===== src/bfiq_ram.sv =====
module bfiq_ram #(
  parameter int WIDTH = 1,
  parameter int DEPTH = 1024
) (
  input  logic                     clk,
  input  logic                     we,
  input  logic [$clog2(DEPTH)-1:0] waddr,
  input  logic [WIDTH-1:0]         wdata,
  input  logic [$clog2(DEPTH)-1:0] raddr,
  output logic [WIDTH-1:0]         rdata
);

  logic [WIDTH-1:0] mem [DEPTH];

  // One write port and one registered read port.
  always_ff @(posedge clk) begin
    if (we) begin
      mem[waddr] <= wdata;
    end
    rdata <= mem[raddr];
  end

endmodule


===== config.mk =====
export PLATFORM = sky130hd
export DESIGN_NAME = bfiq_ram
export DESIGN_NICKNAME = d
export VERILOG_FILES = /design/src/bfiq_ram.sv
export SDC_FILE = /design/constraint.sdc
export NUM_CORES = 1
export LEC_CHECK = 0
export BUFFER_PORTS_ARGS = -buffer_cell sky130_fd_sc_hd__buf_2
export CORE_MARGIN = 1.5
export CORE_UTILIZATION = 55
export CTS_CLUSTER_SIZE = 14
export DETAILED_ROUTE_END_ITERATION = 7
export PLACE_DENSITY = 0.71
export SYNTH_ARGS = -nofsm -noshare
export SYNTH_HDL_FRONTEND = slang
export SYNTH_SLANG_ARGS = --single-unit

===== constraint.sdc =====
create_clock -name clk -period 3.5 [get_ports clk]
set_input_delay 0.7 -clock clk [delete_from_list [all_inputs] [get_ports clk]]
set_output_delay 0.7 -clock clk [all_outputs]
set_load 0.01 [all_outputs]

==> metrics.csv <==
stage,metric,value,unit
grt,grt_most_used_layer,met2,
setup_path,path_delay_family,compound AO/OA/AOI/OAI gates,
synthesis,ys_seq_area_share,68.9,%
grt,grt_pass1_wl,179000,microns
sta,timing.hold.ws,0.500,ns
detailed_routing,drc,0,
grt,first_global_vias,27564,
clock_tree,cts_hold_buf,0,
setup_path,cp-start-kind,input pin,
setup_path,critical_path.cell_chain,"buf_8, buf_12, buf_12, mux4_2, a22o_1, a221oi_1, o21ai_0, nor3_1, a311oi_1, nor4_1, o2111ai_1",
synthesis,synthTopCellsByCount,"nor2_1, edfxtp_1, mux4_2, clkbuf_1, mux2i_1",
setup_path,critPathKind,in -> reg,
power,leakage,15.3,nW
placed_design,port_buffers,23,
clock_tree,clk_latency,0.66,ns
sta,worst_slew_pin_slew,0.872,ns
sta,finalMaxSlewViolations,0,
synthesis,postSynthCellCount,3112,
setup_path,worst-path-buf-inv,3,
sta,slew-limit-headroom,41.5,%
setup_path,crit_required,4.04,ns
synthesis,synthArstFlopShare,0,%
synthesis,synth_most_common_cell,nor2_1,
power,power_density,509,nW/um^2
clock_tree,path_clk_slew,0.06,ns
sta,setup-tns-final,0,ns
clock_tree,post-cts-setup-buffers,0,
detailed_routing,dr_total_vias,28090,
detailed_routing,ant_nets,0,
placed_design,hpwlAfterDp,71100,microns
floorplanning,coreArea,80400,sq um
synthesis,ys_dominant_reg_cell,edfxtp_1,
synthesis,ys_seq_elements,1025,
sta,fin_crit,3.33,ns
floorplanning,die_x,288,microns
setup_path,slowest_delay,0.54,ns
synthesis,netlist.area_leader.share,68.9,%
finish,final_net_count,3192,
sta,setup_slack,0.170,ns
setup_path,cpMostUsedCell,buf_12,
clock_tree,cts_tree,built,
sta,setup_viol,0,
floorplanning,rows,104,
detailed_routing,wl_per_cell,28.6,microns
setup_path,crit_slowest_cell,mux4_2,
clock_tree,htreeDepth,3,
detailed_routing,viasPerCell,6.52,
grt,antenna_found_initial,2,
floorplanning,die_h,288,microns
sta,timing.fmax,300,MHz
setup_path,path_max_fanout,25,
synthesis,yosysWarnings,0,
placed_design,pre_cts_ws,-0.416,ns
synthesis,yosys.area.top_type,edfxtp_1,
finish,fin_area,50100,sq um
detailed_routing,drt_wl_total,123000,microns
sta,rsz0062_at_grt,false,
clock_tree,cts_made_buffers,102,
power,finalPower,25.5,mW
sta,hold_viol,0,
job,cap_violations,0,
clock_tree,cts.sinks,1025,
grt,grt_overflow,0,
finish,fillers,5805,
setup_path,cp.arrival,3.87,ns
synthesis,syn_area,44700,sq um
placed_design,dpl_cell_area,47000,sq um
synthesis,avgSynthCellArea,14.3,sq um
finish,drive_gt1_share,19.4,%
placed_design,gp_congestion,0.841,
floorplanning,io_pins,24,
setup_path,critPathCaptureType,flip-flop,
sta,clock_skew,0.0166,ns
grt,grt_use_total,30.1,%
power,peakVddDrop,0.000463,V
grt,grt_use_met1,40.5,%
floorplanning,die_area,82900,sq um
grt,grt_max_degree,166,
min_path,worst_hold_path_type,in -> reg,
synthesis,syn_nets,3135,
floorplanning,start_util,55.5,%
clock_tree,ctsResizeCount,0,
run_status,status,"finished, final reports clean",
finish,area_delta_synth_final,12.3,%
clock_tree,clockRootBuffer,clkbuf_16,
synthesis,synth_edf_count,1024,
detailed_routing,drt_iter0_markers,4093,
sta,fin_crit_sh,95.1,%
grt,gr-usage-met3,6.05,%
clock_tree,ctsLongestPathBuffers,3,
synthesis,synthDistinctLibCells,56,
detailed_routing,dr.pass1.iters,6,
grt,met2_usage,48.5,%
synthesis,ys_top_cells_by_area,"edfxtp_1, mux4_2, nor2_1",
==> kinds of logic (layout without fill, tap and decap cells) <==
group	Yosys count	after routing	share of synthesized area (%)
compound gates	178	178	2.83
simple gates	1260	1260	11.2
other cells	0	1	0
buf+inv	309	442	3.30
mux	340	340	13.7
flops	1025	1025	68.9
==> where the power goes <==
part / internal, mW / switching (mW) / leakage [nW]
combinational: 0.548 / 0.928 / 4.56
clock: 5.99 / 4.53 / 1.53
sequential: 13.5 / 0.00647 / 9.21
==> cells in the final DEF (no fill, tap or decap), types with 6 or more instances in the layout <==
master	synthesis	layout
nand3_1	37	13
clkinv_2	0	16
and2_1	6	6
o21ai_0	11	11
nor2_1	1036	1036
nand3_2	0	24
nand2_1	86	80
clkbuf_16	0	105
bufinv_16	0	7
a21oi_1	37	37
o221ai_1	49	49
nand2b_1	8	7
nand4_1	10	10
nor3b_1	8	8
mux4_2	200	200
buf_4	13	199
clkinv_1	2	17
nor2b_1	11	11
a2111oi_0	6	6
o22ai_1	28	28
buf_2	19	20
clkbuf_1	186	30
nand2_2	0	6
edfxtp_1	1024	1024
mux4_1	14	14
mux2i_1	123	123
nor3_1	37	37
a22oi_1	17	17
buf_12	3	34
==> through the flow <==
step | util [%] | std cells
after global placement | 58.4 | 4125
after global routing | 62.3 | 4306
final | 62.3 | 4306
after detailed placement | 58.4 | 4125
after floorplan | - | 3112
after CTS | 62.3 | 4305
==> area by class of cell <==
class	instances	area, sq um	area share [%]
Timing Repair Buffer	256	2320	4.63
Inverter	6	22.5	0.0449
Clock buffer	135	2740	5.47
Multi-Input combinational cell	1778	12600	25.0
Clock inverter	45	400	0.799
Sequential cell	1025	30800	61.4
Tap cell	1060	1330	2.65
Antenna cell	1	2.50	0.00499
==> sequential cells by signal, indices dropped and copies added (netlist names) <==
| name | count |
|---|---|
| rdata | 1 |
| mem | 1024 |
==> path summary, 6_finish.rpt <==
kind	slack, ns	endpoint	cells after the start	from
worst min-delay path	0.50	rdata	3	raddr[6]
worst min register to register	1.10	rdata	5	mem[210]
worst max register to register	0.70	rdata	8	mem[27]
worst max-delay path	0.17	rdata	11	raddr[0]
==> per-layer routing <==
metal / vias up / share of wire [%]
li1: 11598 / -
met1: 14338 / 36
met2: 1872 / 48
met3: 282 / 12
met4: 0 / 4.1
met5: - / 0
==> worst reg2reg max path, stage by stage, from the launching register on <==
cell       delay, ns
edfxtp_1        0.36
mux4_2          0.49
a22o_1          0.25
a221oi_1        0.32
o21ai_0         0.14
nor3_1          0.38
a311oi_1        0.23
nor4_1          0.36
o2111ai_1       0.14
Power figures use the tool's default switching activity.
