**src/bfiq_pkg.sv**
```systemverilog
package bfiq_pkg;

  localparam int FILTER_BITS = 1024;
  localparam int MAX_HASHES  = 4;
  localparam int COEF_REGS   = 4;
  localparam int IDX_W       = $clog2(FILTER_BITS);
  localparam int HSEL_W      = 2;
  localparam int CFG_IDX_W   = 3;

  localparam logic [CFG_IDX_W-1:0] REG_NUM_HASHES = 3'd0;
  localparam logic [CFG_IDX_W-1:0] REG_PRIME      = 3'd1;
  localparam logic [CFG_IDX_W-1:0] REG_BITS_USED  = 3'd2;
  localparam logic [CFG_IDX_W-1:0] REG_COEF0      = 3'd3;
  localparam logic [CFG_IDX_W-1:0] REG_COEF1      = 3'd4;
  localparam logic [CFG_IDX_W-1:0] REG_COEF2      = 3'd5;
  localparam logic [CFG_IDX_W-1:0] REG_COEF3      = 3'd6;

  typedef enum logic [3:0] {
    ST_IDLE,
    ST_CLEAR,
    ST_MUL,
    ST_SUM,
    ST_DIV1,
    ST_DIV2,
    ST_READ,
    ST_CHECK,
    ST_DONE
  } state_t;

  // Request to and answer from the iterative remainder unit.
  typedef struct packed {
    logic        start;
    logic [63:0] dividend;
    logic [30:0] divisor;
  } div_req_t;

  typedef struct packed {
    logic        busy;
    logic        done;
    logic [63:0] rem;
  } div_rsp_t;

endpackage

```
**src/bfiq_rem.sv**
```systemverilog
module bfiq_rem (
  input  logic               clk,
  input  logic               rst_n,
  input  bfiq_pkg::div_req_t req,
  output bfiq_pkg::div_rsp_t rsp
);

  logic [63:0] quo_r, quo_nxt;
  logic [63:0] rem_r, rem_nxt;
  logic [30:0] dvs_r, dvs_nxt;
  logic [6:0]  cnt_r, cnt_nxt;
  logic        busy_r, busy_nxt;
  logic        done_r, done_nxt;
  logic [64:0] shifted;
  logic [64:0] diff;

  // Restoring division, one quotient bit per cycle.
  always_comb begin
    shifted  = {rem_r, quo_r[63]};
    diff     = shifted - {34'd0, dvs_r};
    quo_nxt  = quo_r;
    rem_nxt  = rem_r;
    dvs_nxt  = dvs_r;
    cnt_nxt  = cnt_r;
    busy_nxt = busy_r;
    done_nxt = 1'b0;
    if (req.start) begin
      quo_nxt  = req.dividend;
      rem_nxt  = 64'd0;
      dvs_nxt  = req.divisor;
      cnt_nxt  = 7'd64;
      busy_nxt = 1'b1;
    end else if (busy_r) begin
      quo_nxt = {quo_r[62:0], 1'b0};
      if (!diff[64]) begin
        rem_nxt = diff[63:0];
      end else begin
        rem_nxt = shifted[63:0];
      end
      cnt_nxt = cnt_r - 7'd1;
      if (cnt_r == 7'd1) begin
        busy_nxt = 1'b0;
        done_nxt = 1'b1;
      end
    end
  end

  always_ff @(posedge clk) begin
    if (!rst_n) begin
      busy_r <= 1'b0;
      done_r <= 1'b0;
      cnt_r  <= 7'd0;
    end else begin
      busy_r <= busy_nxt;
      done_r <= done_nxt;
      cnt_r  <= cnt_nxt;
    end
    quo_r <= quo_nxt;
    rem_r <= rem_nxt;
    dvs_r <= dvs_nxt;
  end

  assign rsp.busy = busy_r;
  assign rsp.done = done_r;
  assign rsp.rem  = rem_r;

endmodule

```
**config.mk**
```make
export PLATFORM = sky130hd
export DESIGN_NAME = bfiq_rem
export DESIGN_NICKNAME = d
export VERILOG_FILES = /design/src/bfiq_pkg.sv /design/src/bfiq_rem.sv
export SDC_FILE = /design/constraint.sdc
export NUM_CORES = 1
export LEC_CHECK = 0
export ABC_AREA = 1
export ABC_CLOCK_PERIOD_IN_PS = 6200
export BUFFER_PORTS_ARGS = -buffer_cell sky130_fd_sc_hd__buf_2
export CAP_MARGIN = 0
export CELL_PAD_IN_SITES_DETAIL_PLACEMENT = 0
export CELL_PAD_IN_SITES_GLOBAL_PLACEMENT = 1
export CORE_AREA = 2 2 149 261
export CTS_CLUSTER_SIZE = 14
export DETAILED_ROUTE_END_ITERATION = 16
export DIE_AREA = 0 0 151 263
export GPL_TIMING_DRIVEN = 0
export PLACE_DENSITY_LB_ADDON = 0.1
export RECOVER_POWER = 100
export SLEW_MARGIN = 20
export SYNTH_ARGS = -nofsm -noshare
export SYNTH_HDL_FRONTEND = slang
export SYNTH_SLANG_ARGS = --single-unit
```
**constraint.sdc**
```tcl
create_clock -name clk -period 6.2 [get_ports clk]
set_input_delay 0.93 -clock clk [delete_from_list [all_inputs] [get_ports clk]]
set_output_delay 0.93 -clock clk [all_outputs]
set_load 0.03 [all_outputs]
```
==> impl_metrics.tcl, run 1 <==
set metrics [dict create \
    required_ns 6.34 \
    report.final.slew_viol_count 35 \
    regArea_mm2 0.00431 \
    path_max_fanout 52 \
    wl_met3_um 1120 \
    drive_gt1_share_pct 9.15 \
    worst_slew_pin_slew_ns 2.22 \
    syn_to_final_growth_pct 17.8 \
    final_nets 2054 \
    cts.path.max_buffers 2 \
    grt_max_degree 53 \
    synth_common_cells "nand2_1 (773), inv_1 (301), nor2_1 (118), nand3_1 (116), edfxtp_1 (95)" \
    async_flop_share_pct 0 \
    ys_seq_area_share_pct 38.7 \
    synth_ff_type "edfxtp_1" \
    diodes 0 \
    postSynthCellCount 1739 \
    swShare_pct 40.9 \
    via_per_inst 4.54 \
    pwr-share-clk_pct 30.1 \
    core_mm2 0.0374 \
    clk_latency_ns 0.47 \
    postCtsHoldBufs 0 \
    fin_crit_sh_pct 67.1 \
    fp.dieW_um 151 \
    slew_headroom_pct -47.7 \
    dr_total_vias 11000 \
    grt_pass1_wl_um 64600 \
    antenna_found_initial 0 \
    fin_skew_ns 0.0192 \
    ys_ff_latch 168 \
    cap_viol_max_count 1 \
    routed_wl_um 43300 \
    avgSynthCellArea_um2 6.42 \
    synth_compound_area_share_pct 3.83 \
    ant_nets 0 \
    hp-class "flop to flop" \
    die_area_mm2 0.0397 \
    power_frac_comb_pct 32.9 \
    synth_area_mm2 0.0112 \
    start_util_pct 29.8 \
    synthXorXnorAreaFrac_pct 2.43 \
    fin_setup_tns_ns 0 \
    dp_slack_ns 2.45 \
    p_leak_nw 6.73 \
    synth.largest_area_cell "nand2_1" \
    power_density_mw_per_mm2 286 \
    drt-pass1-iter-count 4 \
    yosysWarnings 0 \
    synth_top_family_by_area "simple AND/OR/NAND/NOR gates" \
    clock_sinks 168 \
    synth_edf_count 95 \
    ys_types 37 \
    rsz0062_at_grt "false" \
    synthesis.nets 1871 \
    p_switching_w 0.00154 \
    fin_crit_ns 4.16 \
    fmax_mhz 240 \
    io_pins 164 \
    synth-simple-area-share_pct 38.8 \
    synth_mux_area_share_pct 0 \
    status "complete, but fails checks" \
    die_h_um 263 \
    postCtsSetupBuffers 0 \
    clk_pin_slew_ns 0.07 \
    ir_worst_vdd_uv 161 \
    cts_resized 0 \
    numCtsBuffers 17 \
    gp_congestion 0.950 \
    detailed_place_hpwl_um 36300 \
    avgRoutedWirePerCell_um 17.9 \
    cp-start-kind "input port" \
    grt_overflow 0 \
    timing.final.ws_setup_ns 2.04 \
    cp.arrival_ns 4.30 \
    io_buffers 163 \
    setup_violations 0 \
    violations "max-capacitance violations, max-slew violations" \
    row_count 94 \
    finalHoldViolations 0 \
    power_frac_seq_pct 37.0 \
    grt_usage_pct 22.2 \
    timing.critical_path.to_type "flop" \
    yosysMostFrequentCell "nand2_1" \
    met2WireLength_um 26000 \
    synth_top_area_share_pct 26.0 \
    drtIter0Drc 465 \
    multi_input_area_mm2 0.00546 \
    internal_power_w 0.00222 \
    synth_adder_area_share_pct 3.88 \
    fillers 4358 \
    clockRootBuffer "clkbuf_16" \
    grt_pass1_vias 11200 \
    drc 0 \
    worstSetupPathType "input port to flop" \
    wl_met1_um 14000 \
    synthTopCellsByArea "nand2_1 (26%), edfxtp_1 (26%), dfxtp_1 (13%), inv_1 (10%), nand3_1 (5.2%)" \
    cts_tree "built" \
    top_layer "met4" \
    htreeDepth 4 \
]
-- power by group through the flow --
stage | combinational (W) | sequential, W | clock, W
global placement | 0.00126 | 0.00142 | 0
floorplan | 0.000749 | 0.00148 | 0
finish | 0.00124 | 0.00139 | 0.00113
global route | 0.00138 | 0.00141 | 0.00121
detailed placement | 0.00126 | 0.00141 | 0
CTS | 0.00127 | 0.00139 | 0.00117
-- worst paths after layout --
check                 start         to  slack (ns)  depth (start not counted)
setup / recovery    req[95]  quo_r[29]        2.04                          5
hold / removal     cnt_r[6]     done_r        0.48                          1
setup reg to reg  quo_r[63]  rem_r[18]        2.94                         18
hold reg to reg    cnt_r[6]     done_r        0.48                          1
-- critical path, cell delays in order --
cell and delay, ns:
clkbuf_1 1.54, nor2_1 0.63, inv_1 0.42, clkbuf_4 0.43
buf_16 0.30
-- cell usage in the layout, fill, tap and decap left out, drive strengths merged --
cell type,synthesis,layout
nand3,123,123
xnor2,25,25
and2,1,1
clkbuf,23,110
a211oi,1,1
o21ai,35,35
xor2,6,6
inv,311,317
nor4,2,2
ha,33,33
buf,21,115
nor3,19,19
edfxtp,95,95
o21bai,1,1
fa,1,1
a31oi,1,1
or2,1,1
o311a,1,1
nand4,19,19
nor2,124,124
a21oi,42,42
nand2,779,779
clkinv,1,9
clkinvlp,0,1
nand3b,1,1
dfxtp,73,73
-- kinds of logic after synthesis --
| family | Yosys count |
|---|---|
| compound gates | 81 |
| xor+xnor | 31 |
| fa+ha+maj | 34 |
| buf+inv | 356 |
| flops | 168 |
| simple gates | 1069 |
-- state kept, by name, summed over array words and instances, names as in the netlist --
register and count:
busy_r 1, cnt_r 7, done_r 1, dvs_r 31, quo_r 64, rem_r 64
-- layout make-up --
| class | count | area share [%] |
|---|---|---|
| Multi-Input combinational cell | 1215 | 41.5 |
| Clock buffer | 17 | 3.24 |
| Inverter | 312 | 8.91 |
| Clock inverter | 15 | 1.47 |
| Timing Repair Buffer | 164 | 5.78 |
| Buffer | 44 | 1.68 |
| Tap cell | 480 | 4.57 |
| Sequential cell | 168 | 32.8 |
-- through the flow --
| stage | hold WS (ns) | utilization [%] | std cells | instance area, µm² | total power [W] |
|---|---|---|---|---|---|
| final | 0.485 | 35.1 | 2415 | 13100 | 0.00376 |
| after global routing | 0.512 | 35.1 | 2415 | 13100 | 0.00399 |
| after CTS | 0.491 | 35.4 | 2415 | 13200 | 0.00383 |
| after detailed placement | 0.474 | 33.7 | 2383 | 12600 | 0.00268 |
| after global placement | 0.465 | 33.6 | 2382 | 12600 | 0.00268 |
| after floorplan | 0.437 | - | 1739 | 11200 | 0.00223 |
-- layer usage --
layer	vias up	global-route usage, %
li1	5675	-
met1	5039	19.4
met2	183	46.8
met3	64	2.91
met4	0	11.0
met5	-	0
(Power assumes the default switching activity.)
==> run 2: changes to the inputs <==
- ABC_AREA: 1 -> 0
- ABC_CLOCK_PERIOD_IN_PS: 6200 -> 3900
- CORE_AREA: 2 2 149 261 -> 2 2 136 238
- DIE_AREA: 0 0 151 263 -> 0 0 138 240
- clock period: 6.2 -> 3.9 ns (I/O delays scaled with it)
==> run 2 against run 1 <==
The flow now finishes without violations. Non-clock buffer count up 13. Sequential share of layout area grew 5.7 points. Via count fell by 31%. Cell area down 15%. Largest power group unchanged. Sequential cell count stayed put.
==> impl_metrics.tcl, run 2 <==
set metrics [dict create \
    crit_start "dvs_r[1]" \
    stdcell_area_mm2 0.0112 \
    synth_adder_area_share_pct 4.67 \
    gp_congestion 0.822 \
    rsz0062_at_grt "false" \
    path_max_fanout 6 \
    min_path_cells 1 \
    path_cells "inv_1, ha_1, nor2b_1, o2111ai_1, a21oi_1, o31ai_2, o31a_1, o311ai_2, or2_4, or4_1, a311oi_1" \
    grt_pass1_vias 8212 \
    grt_usage_pct 18.6 \
    setup_violations 0 \
    cts.path.max_buffers 2 \
    finalHoldViolations 0 \
    dp_slack_ns -0.327 \
    synth_top_area_share_pct 30.8 \
    timing.final.ws_setup_ns 0.238 \
    ys_seq_area_share_pct 46.5 \
    antenna_found_initial 0 \
    internal_power_w 0.00368 \
    io_pins 164 \
    multi_input_area_mm2 0.00460 \
    dr_total_vias 7591 \
    drt-pass1-iter-count 6 \
    regArea_mm2 0.00431 \
    grt_pass1_wl_um 47100 \
    fmax_mhz 273 \
    r2r-start "dvs_r[1]" \
    syn_to_final_growth_pct 20.9 \
    report.final.slew_viol_count 0 \
    clock_sinks 168 \
    min_from "req[10]" \
    die_h_um 240 \
    final_nets 1245 \
    synthesis.nets 1060 \
    yosysWarnings 0 \
    worstSetupPathType "flop to flop" \
    fillers 3289 \
    pwr-share-clk_pct 32.6 \
    p_total_w 0.00562 \
    start_util_pct 29.7 \
    drc 0 \
    diodes 0 \
    postCtsHoldBufs 0 \
    synthTopCellsByArea "edfxtp_1 (31%), dfxtp_1 (16%), mux2_2 (7.6%), ha_1 (4.5%), nor2_1 (4.0%)" \
    clockRootBuffer "clkbuf_16" \
    via_per_inst 4.99 \
    row_count 86 \
    slew_headroom_pct 20.5 \
    htreeDepth 4 \
    ant_nets 0 \
    p_switching_w 0.00194 \
    ys_ff_latch 168 \
    cp-start-kind "flop" \
    p_leak_nw 4.32 \
    synth_compound_area_share_pct 15.2 \
    grt_max_degree 58 \
    whs_endpoint "dvs_r[10]" \
    crit_slowest_cell "o31ai_2" \
    detailed_place_hpwl_um 22800 \
    fin_setup_tns_ns 0 \
    cp.arrival_ns 4.02 \
    postSynthCellCount 928 \
    r2r_cells 11 \
    drive_gt1_share_pct 20.6 \
    drtIter0Drc 335 \
    io_buffers 163 \
    numCtsBuffers 17 \
    fp.dieW_um 138 \
    fin_util_pct 35.9 \
    synthXorXnorAreaFrac_pct 5.75 \
    fin_skew_ns 0.00774 \
    layout_common_cells "clkbuf_1 (110), nor2_1 (97), buf_2 (97), edfxtp_1 (95), dfxtp_1 (73)" \
    largest_registers "quo_r x64, rem_r x64, dvs_r x31" \
    fin_crit_sh_pct 93.9 \
    final_common_cell "clkbuf_1" \
    synth_area_mm2 0.00927 \
    synth-simple-area-share_pct 15.0 \
    synth_top_family_by_area "compound AO/OA/AOI/OAI gates" \
    yosysMostFrequentCell "nor2_1" \
    ys_types 67 \
    synth_common_cells "nor2_1 (98), edfxtp_1 (95), dfxtp_1 (73), mux2_2 (63)" \
    die_area_mm2 0.0331 \
    max_stage_delay_ns 0.48 \
    reg2reg_slack_ns 0.24 \
    synth.largest_area_cell "edfxtp_1" \
    clk_pin_slew_ns 0.07 \
    timing.rr.end "rem_r[63]" \
    critical-path-top-delay-family "compound AO/OA/AOI/OAI gates" \
    swShare_pct 34.5 \
    synth_edf_count 95 \
    timing.critical_path.to_type "flop" \
    power_frac_comb_pct 28.3 \
    clk_latency_ns 0.45 \
    required_ns 4.25 \
    synth_mux_area_share_pct 8.41 \
    cts_tree "built" \
    hp-class "input port to flop" \
    cap_viol_max_count 0 \
    avgRoutedWirePerCell_um 19.8 \
    status "completed" \
    avgSynthCellArea_um2 9.99 \
    worst_slew_pin_slew_ns 1.19 \
    power_density_mw_per_mm2 501 \
    core_mm2 0.0312 \
    ir_worst_vdd_uv 313 \
    grt_overflow 0 \
    async_flop_share_pct 0 \
    dpl-instance-area_mm2 0.0106 \
    synth_ff_type "edfxtp_1" \
    power_frac_seq_pct 39.1 \
    routed_wl_um 30100 \
    crit_buf_inv 1 \
    fin_crit_ns 3.66 \
]
-- run 2: changes by cell type in the layout (fill, tap and decap cells not counted), moves of 18 or more --
cell / before / now
nor2_1: 118 / 97
a211oi_1: 1 / 42
clkbuf_1: 92 / 110
inv_1: 301 / 45
mux2_2: 0 / 63
nand2_1: 773 / 60
nand3_1: 116 / 10
-- run 2: logic make-up after synthesis --
| logic type | after synthesis |
|---|---|
| multiplexers | 70 |
| adder cells (fa/ha/maj) | 34 |
| buffers and inverters | 101 |
| XOR/XNOR | 60 |
| AO/OA/AOI/OAI | 214 |
| AND/OR/NAND/NOR | 281 |
| flip-flops | 168 |
-- run 2: layout make-up --
| cell class | instances | share of cell area (%) |
|---|---|---|
| multi-input combinational | 659 | 41.1 |
| sequential | 168 | 38.5 |
| timing repair buffer | 167 | 6.89 |
| tap | 396 | 4.42 |
| clock buffer | 17 | 3.80 |
| buffer | 54 | 2.10 |
| clock inverter | 15 | 1.69 |
| inverter | 46 | 1.55 |
-- run 2: power groups by stage --
| stage | clock network [W] | logic, W | registers, W |
|---|---|---|---|
| after floorplan | 0 | 0.00100 | 0.00233 |
| after global placement | 0 | 0.00160 | 0.00224 |
| after detailed placement | 0 | 0.00161 | 0.00224 |
| after CTS | 0.00190 | 0.00163 | 0.00220 |
| after global routing | 0.00196 | 0.00177 | 0.00222 |
| final | 0.00183 | 0.00159 | 0.00220 |
-- run 2: worst max-delay path by stage --
| stage | endpoint | slack [ns] | depth (start not counted) |
|---|---|---|---|
| final | rem_r[63] | 0.24 | 11 |
| after CTS | rem_r[63] | 0.009 | 11 |
| after detailed placement | rem_r[42] | -0.33 | 12 |
| after floorplan | rem_r[50] | 0.61 | 11 |
| after global routing | rem_r[63] | 0.003 | 11 |
| after global placement | rem_r[46] | -0.72 | 11 |
-- run 2: stage by stage --
stage / hold slack (ns) / instances
2_1_floorplan: 0.469 / 928
3_3_place_gp: 0.495 / 1487
3_5_place_dp: 0.505 / 1488
4_1_cts: 0.278 / 1523
5_1_grt: 0.283 / 1522
6_report: 0.309 / 1522
-- run 2: routing by layer --
layer | global-route usage [%] | vias to the layer above | wire [µm]
met5 | 0 | - | 0
met2 | 35.7 | 180 | 16600
met3 | 4.52 | 40 | 1420
met4 | 8.16 | 0 | 1010
met1 | 18.8 | 3623 | 11100
li1 | - | 3748 | -
-- run 2: repair_timing --
action                     CTS  global route
setup endpoints to repair   44            57
pin swaps                    2             0
setup buffers                3             0
gates resized for setup      6            10
hold endpoints to repair     0             0
==> run 3: changes to the inputs <==
--- a/config.mk
+++ b/config.mk
@@ -7,3 +7,3 @@
 export LEC_CHECK = 0
-export ABC_AREA = 0
+export ABC_AREA = 1
 export ABC_CLOCK_PERIOD_IN_PS = 3900
@@ -13,6 +13,6 @@
 export CELL_PAD_IN_SITES_GLOBAL_PLACEMENT = 1
-export CORE_AREA = 2 2 136 238
+export CORE_AREA = 2 2 128 224
 export CTS_CLUSTER_SIZE = 14
 export DETAILED_ROUTE_END_ITERATION = 16
-export DIE_AREA = 0 0 138 240
+export DIE_AREA = 0 0 130 226
 export GPL_TIMING_DRIVEN = 0
--- a/constraint.sdc
+++ b/constraint.sdc
@@ -3,2 +3,2 @@
 set_output_delay 0.585 -clock clk [all_outputs]
-set_load 0.03 [all_outputs]
+set_load 0.01 [all_outputs]
==> run 3 against run 2 <==
Sequential cell count did not move. Sequential power barely moved. Clock skew rose by 0.0043 ns. Clock power down 4%. Wire length is 32% higher. Sequential share of layout area is 5.2 points lower. Via count up 45%. Register-to-register slack improved by 0.26 ns. Setup slack better by 0.26 ns. Global-route usage is 9.7 points higher. Combinational power grew 14%. Critical path type unchanged.
==> impl_metrics.tcl, run 3 (synthesis results as in run 1) <==
set metrics [dict create \
    drtIter0Drc 522 \
    postCtsSetupBuffers 0 \
    slew_headroom_pct 36.5 \
    rsz0062_at_grt "false" \
    cts.path.max_buffers 2 \
    start_util_pct 40.3 \
    largest_registers "quo_r x64, rem_r x64, dvs_r x31" \
    via_per_inst 4.76 \
    clockRootBuffer "clkbuf_16" \
    clk_pin_slew_ns 0.08 \
    ant_nets 0 \
    final_nets 2054 \
    fin_crit_ns 3.40 \
    syn_to_final_growth_pct 16.2 \
    io_pins 164 \
    cts_resized 0 \
    grt_max_degree 41 \
    cap_viol_max_count 0 \
    stdcell_area_mm2 0.0130 \
    drc 0 \
    drive_gt1_share_pct 8.79 \
    hp-class "input port to flop" \
    power_density_mw_per_mm2 446 \
    dr_total_vias 11000 \
    setup_violations 0 \
    drt-pass1-iter-count 6 \
    grt_pass1_vias 11000 \
    routed_wl_um 39800 \
    fp.dieW_um 130 \
    report.final.slew_viol_count 0 \
    clk_latency_ns 0.46 \
    p_leak_nw 6.72 \
    final_common_cell "nand2_1" \
    dpl-instance-area_mm2 0.0125 \
    crit_slowest_cell "clkbuf_1" \
    path_max_fanout 10 \
    cp-start-kind "flop" \
    gp_congestion 0.959 \
    grt_pass1_wl_um 60300 \
    max_stage_delay_ns 0.53 \
    path_cells "inv_1, ha_1, fa_1, inv_1, nand2_1, nand2_1, nand3_1, nand2_1, nand2_1, nand2_1, nand2_4, nand3_2, nand2_1, nand2_2, clkbuf_1, nand2_1, nand3_1, nand2_1, inv_1" \
    diodes 0 \
    grt_overflow 0 \
    fmax_mhz 294 \
    required_ns 4.31 \
    critical-path-top-delay-family "simple AND/OR/NAND/NOR gates" \
    die_area_mm2 0.0294 \
    grt_usage_pct 28.2 \
    io_buffers 163 \
    htreeDepth 4 \
    ir_worst_vdd_uv 335 \
    avgRoutedWirePerCell_um 17.3 \
    dp_slack_ns 0.620 \
    timing.critical_path.to_type "flop" \
    fin_skew_ns 0.0120 \
    detailed_place_hpwl_um 33000 \
    timing.final.ws_setup_ns 0.498 \
    antenna_found_initial 0 \
    fin_crit_sh_pct 87.2 \
    numCtsBuffers 17 \
    layout_common_cells "nand2_1 (776), inv_1 (301), nand3_1 (120), nor2_1 (118), buf_2 (104)" \
    die_h_um 226 \
    cts_tree "built" \
    worst_slew_pin_slew_ns 0.953 \
    dp.cells 2276 \
    fin_util_pct 46.9 \
    cp.arrival_ns 3.81 \
    finalHoldViolations 0 \
    status "completed" \
    crit_buf_inv 4 \
    row_count 81 \
    p_total_w 0.00579 \
    fin_cells 2308 \
    clock_sinks 168 \
    worstSetupPathType "flop to flop" \
    postCtsHoldBufs 0 \
    core_mm2 0.0277 \
    critPathMostFrequentCell "nand2_1" \
]
==> run 3: cell count changes in the layout (fill, tap and decap cells not counted), sizes merged, moves of 18 or more <==
cell    before  now
nand2       60  779
inv         52  316
nand3       10  123
mux2        63    0
a211oi      44    1
nor2        98  124
clkbuf     133  111
nor4        22    2
a21oi       60   42
==> run 3: path summary, 6_finish.rpt <==
check,slack (ns),cells past startpoint,endpoint,start
worst max-delay path,0.50,19,rem_r[35],quo_r[63]
worst min-delay path,0.30,1,dvs_r[3],req[3]
worst max register to register,0.50,19,rem_r[35],quo_r[63]
worst min register to register,0.49,1,done_r,cnt_r[6]
==> run 3: worst reg2reg max path, stage by stage, from the launching register on <==
cell and delay (ns):
edfxtp_1 0.37, inv_1 0.07, ha_1 0.23, fa_1 0.41, inv_1 0.13, nand2_1 0.06, nand2_1 0.07, nand3_1 0.12
nand2_1 0.16, nand2_1 0.07, nand2_1 0.28, nand2_4 0.21, nand3_2 0.12, nand2_1 0.06, nand2_2 0.12, clkbuf_1 0.53
nand2_1 0.12, nand3_1 0.13, nand2_1 0.07, inv_1 0.05
==> run 3: cell type report <==
class                      instances  area, µm²
tap                              373        467
multi-input combinational       1215       5430
timing repair buffer             164        753
clock buffer                      17        425
sequential                       168       4310
fill                            3049      14700
buffer                            44        218
inverter                         312       1170
clock inverter                    15        188
==> run 3: report_power, final <==
part           switching [W]  internal, W
clock               0.000843     0.000919
sequential          0.000137      0.00207
combinational        0.00124     0.000578
==> run 3: per-layer routing <==
metal / GRT usage [%] / share of wire [%]
met1: 24.9 / 33
met2: 56.0 / 56
met3: 4.15 / 3.0
met4: 19.5 / 7.5
met5: 0 / 0
==> run 3: metrics by stage <==
stage / TNS [ns] / hold slack, ns
after floorplan: 0 / 0.437
after global routing: 0 / 0.280
after CTS: 0 / 0.275
after global placement: -112.69 / 0.470
final: 0 / 0.297
after detailed placement: 0 / 0.472
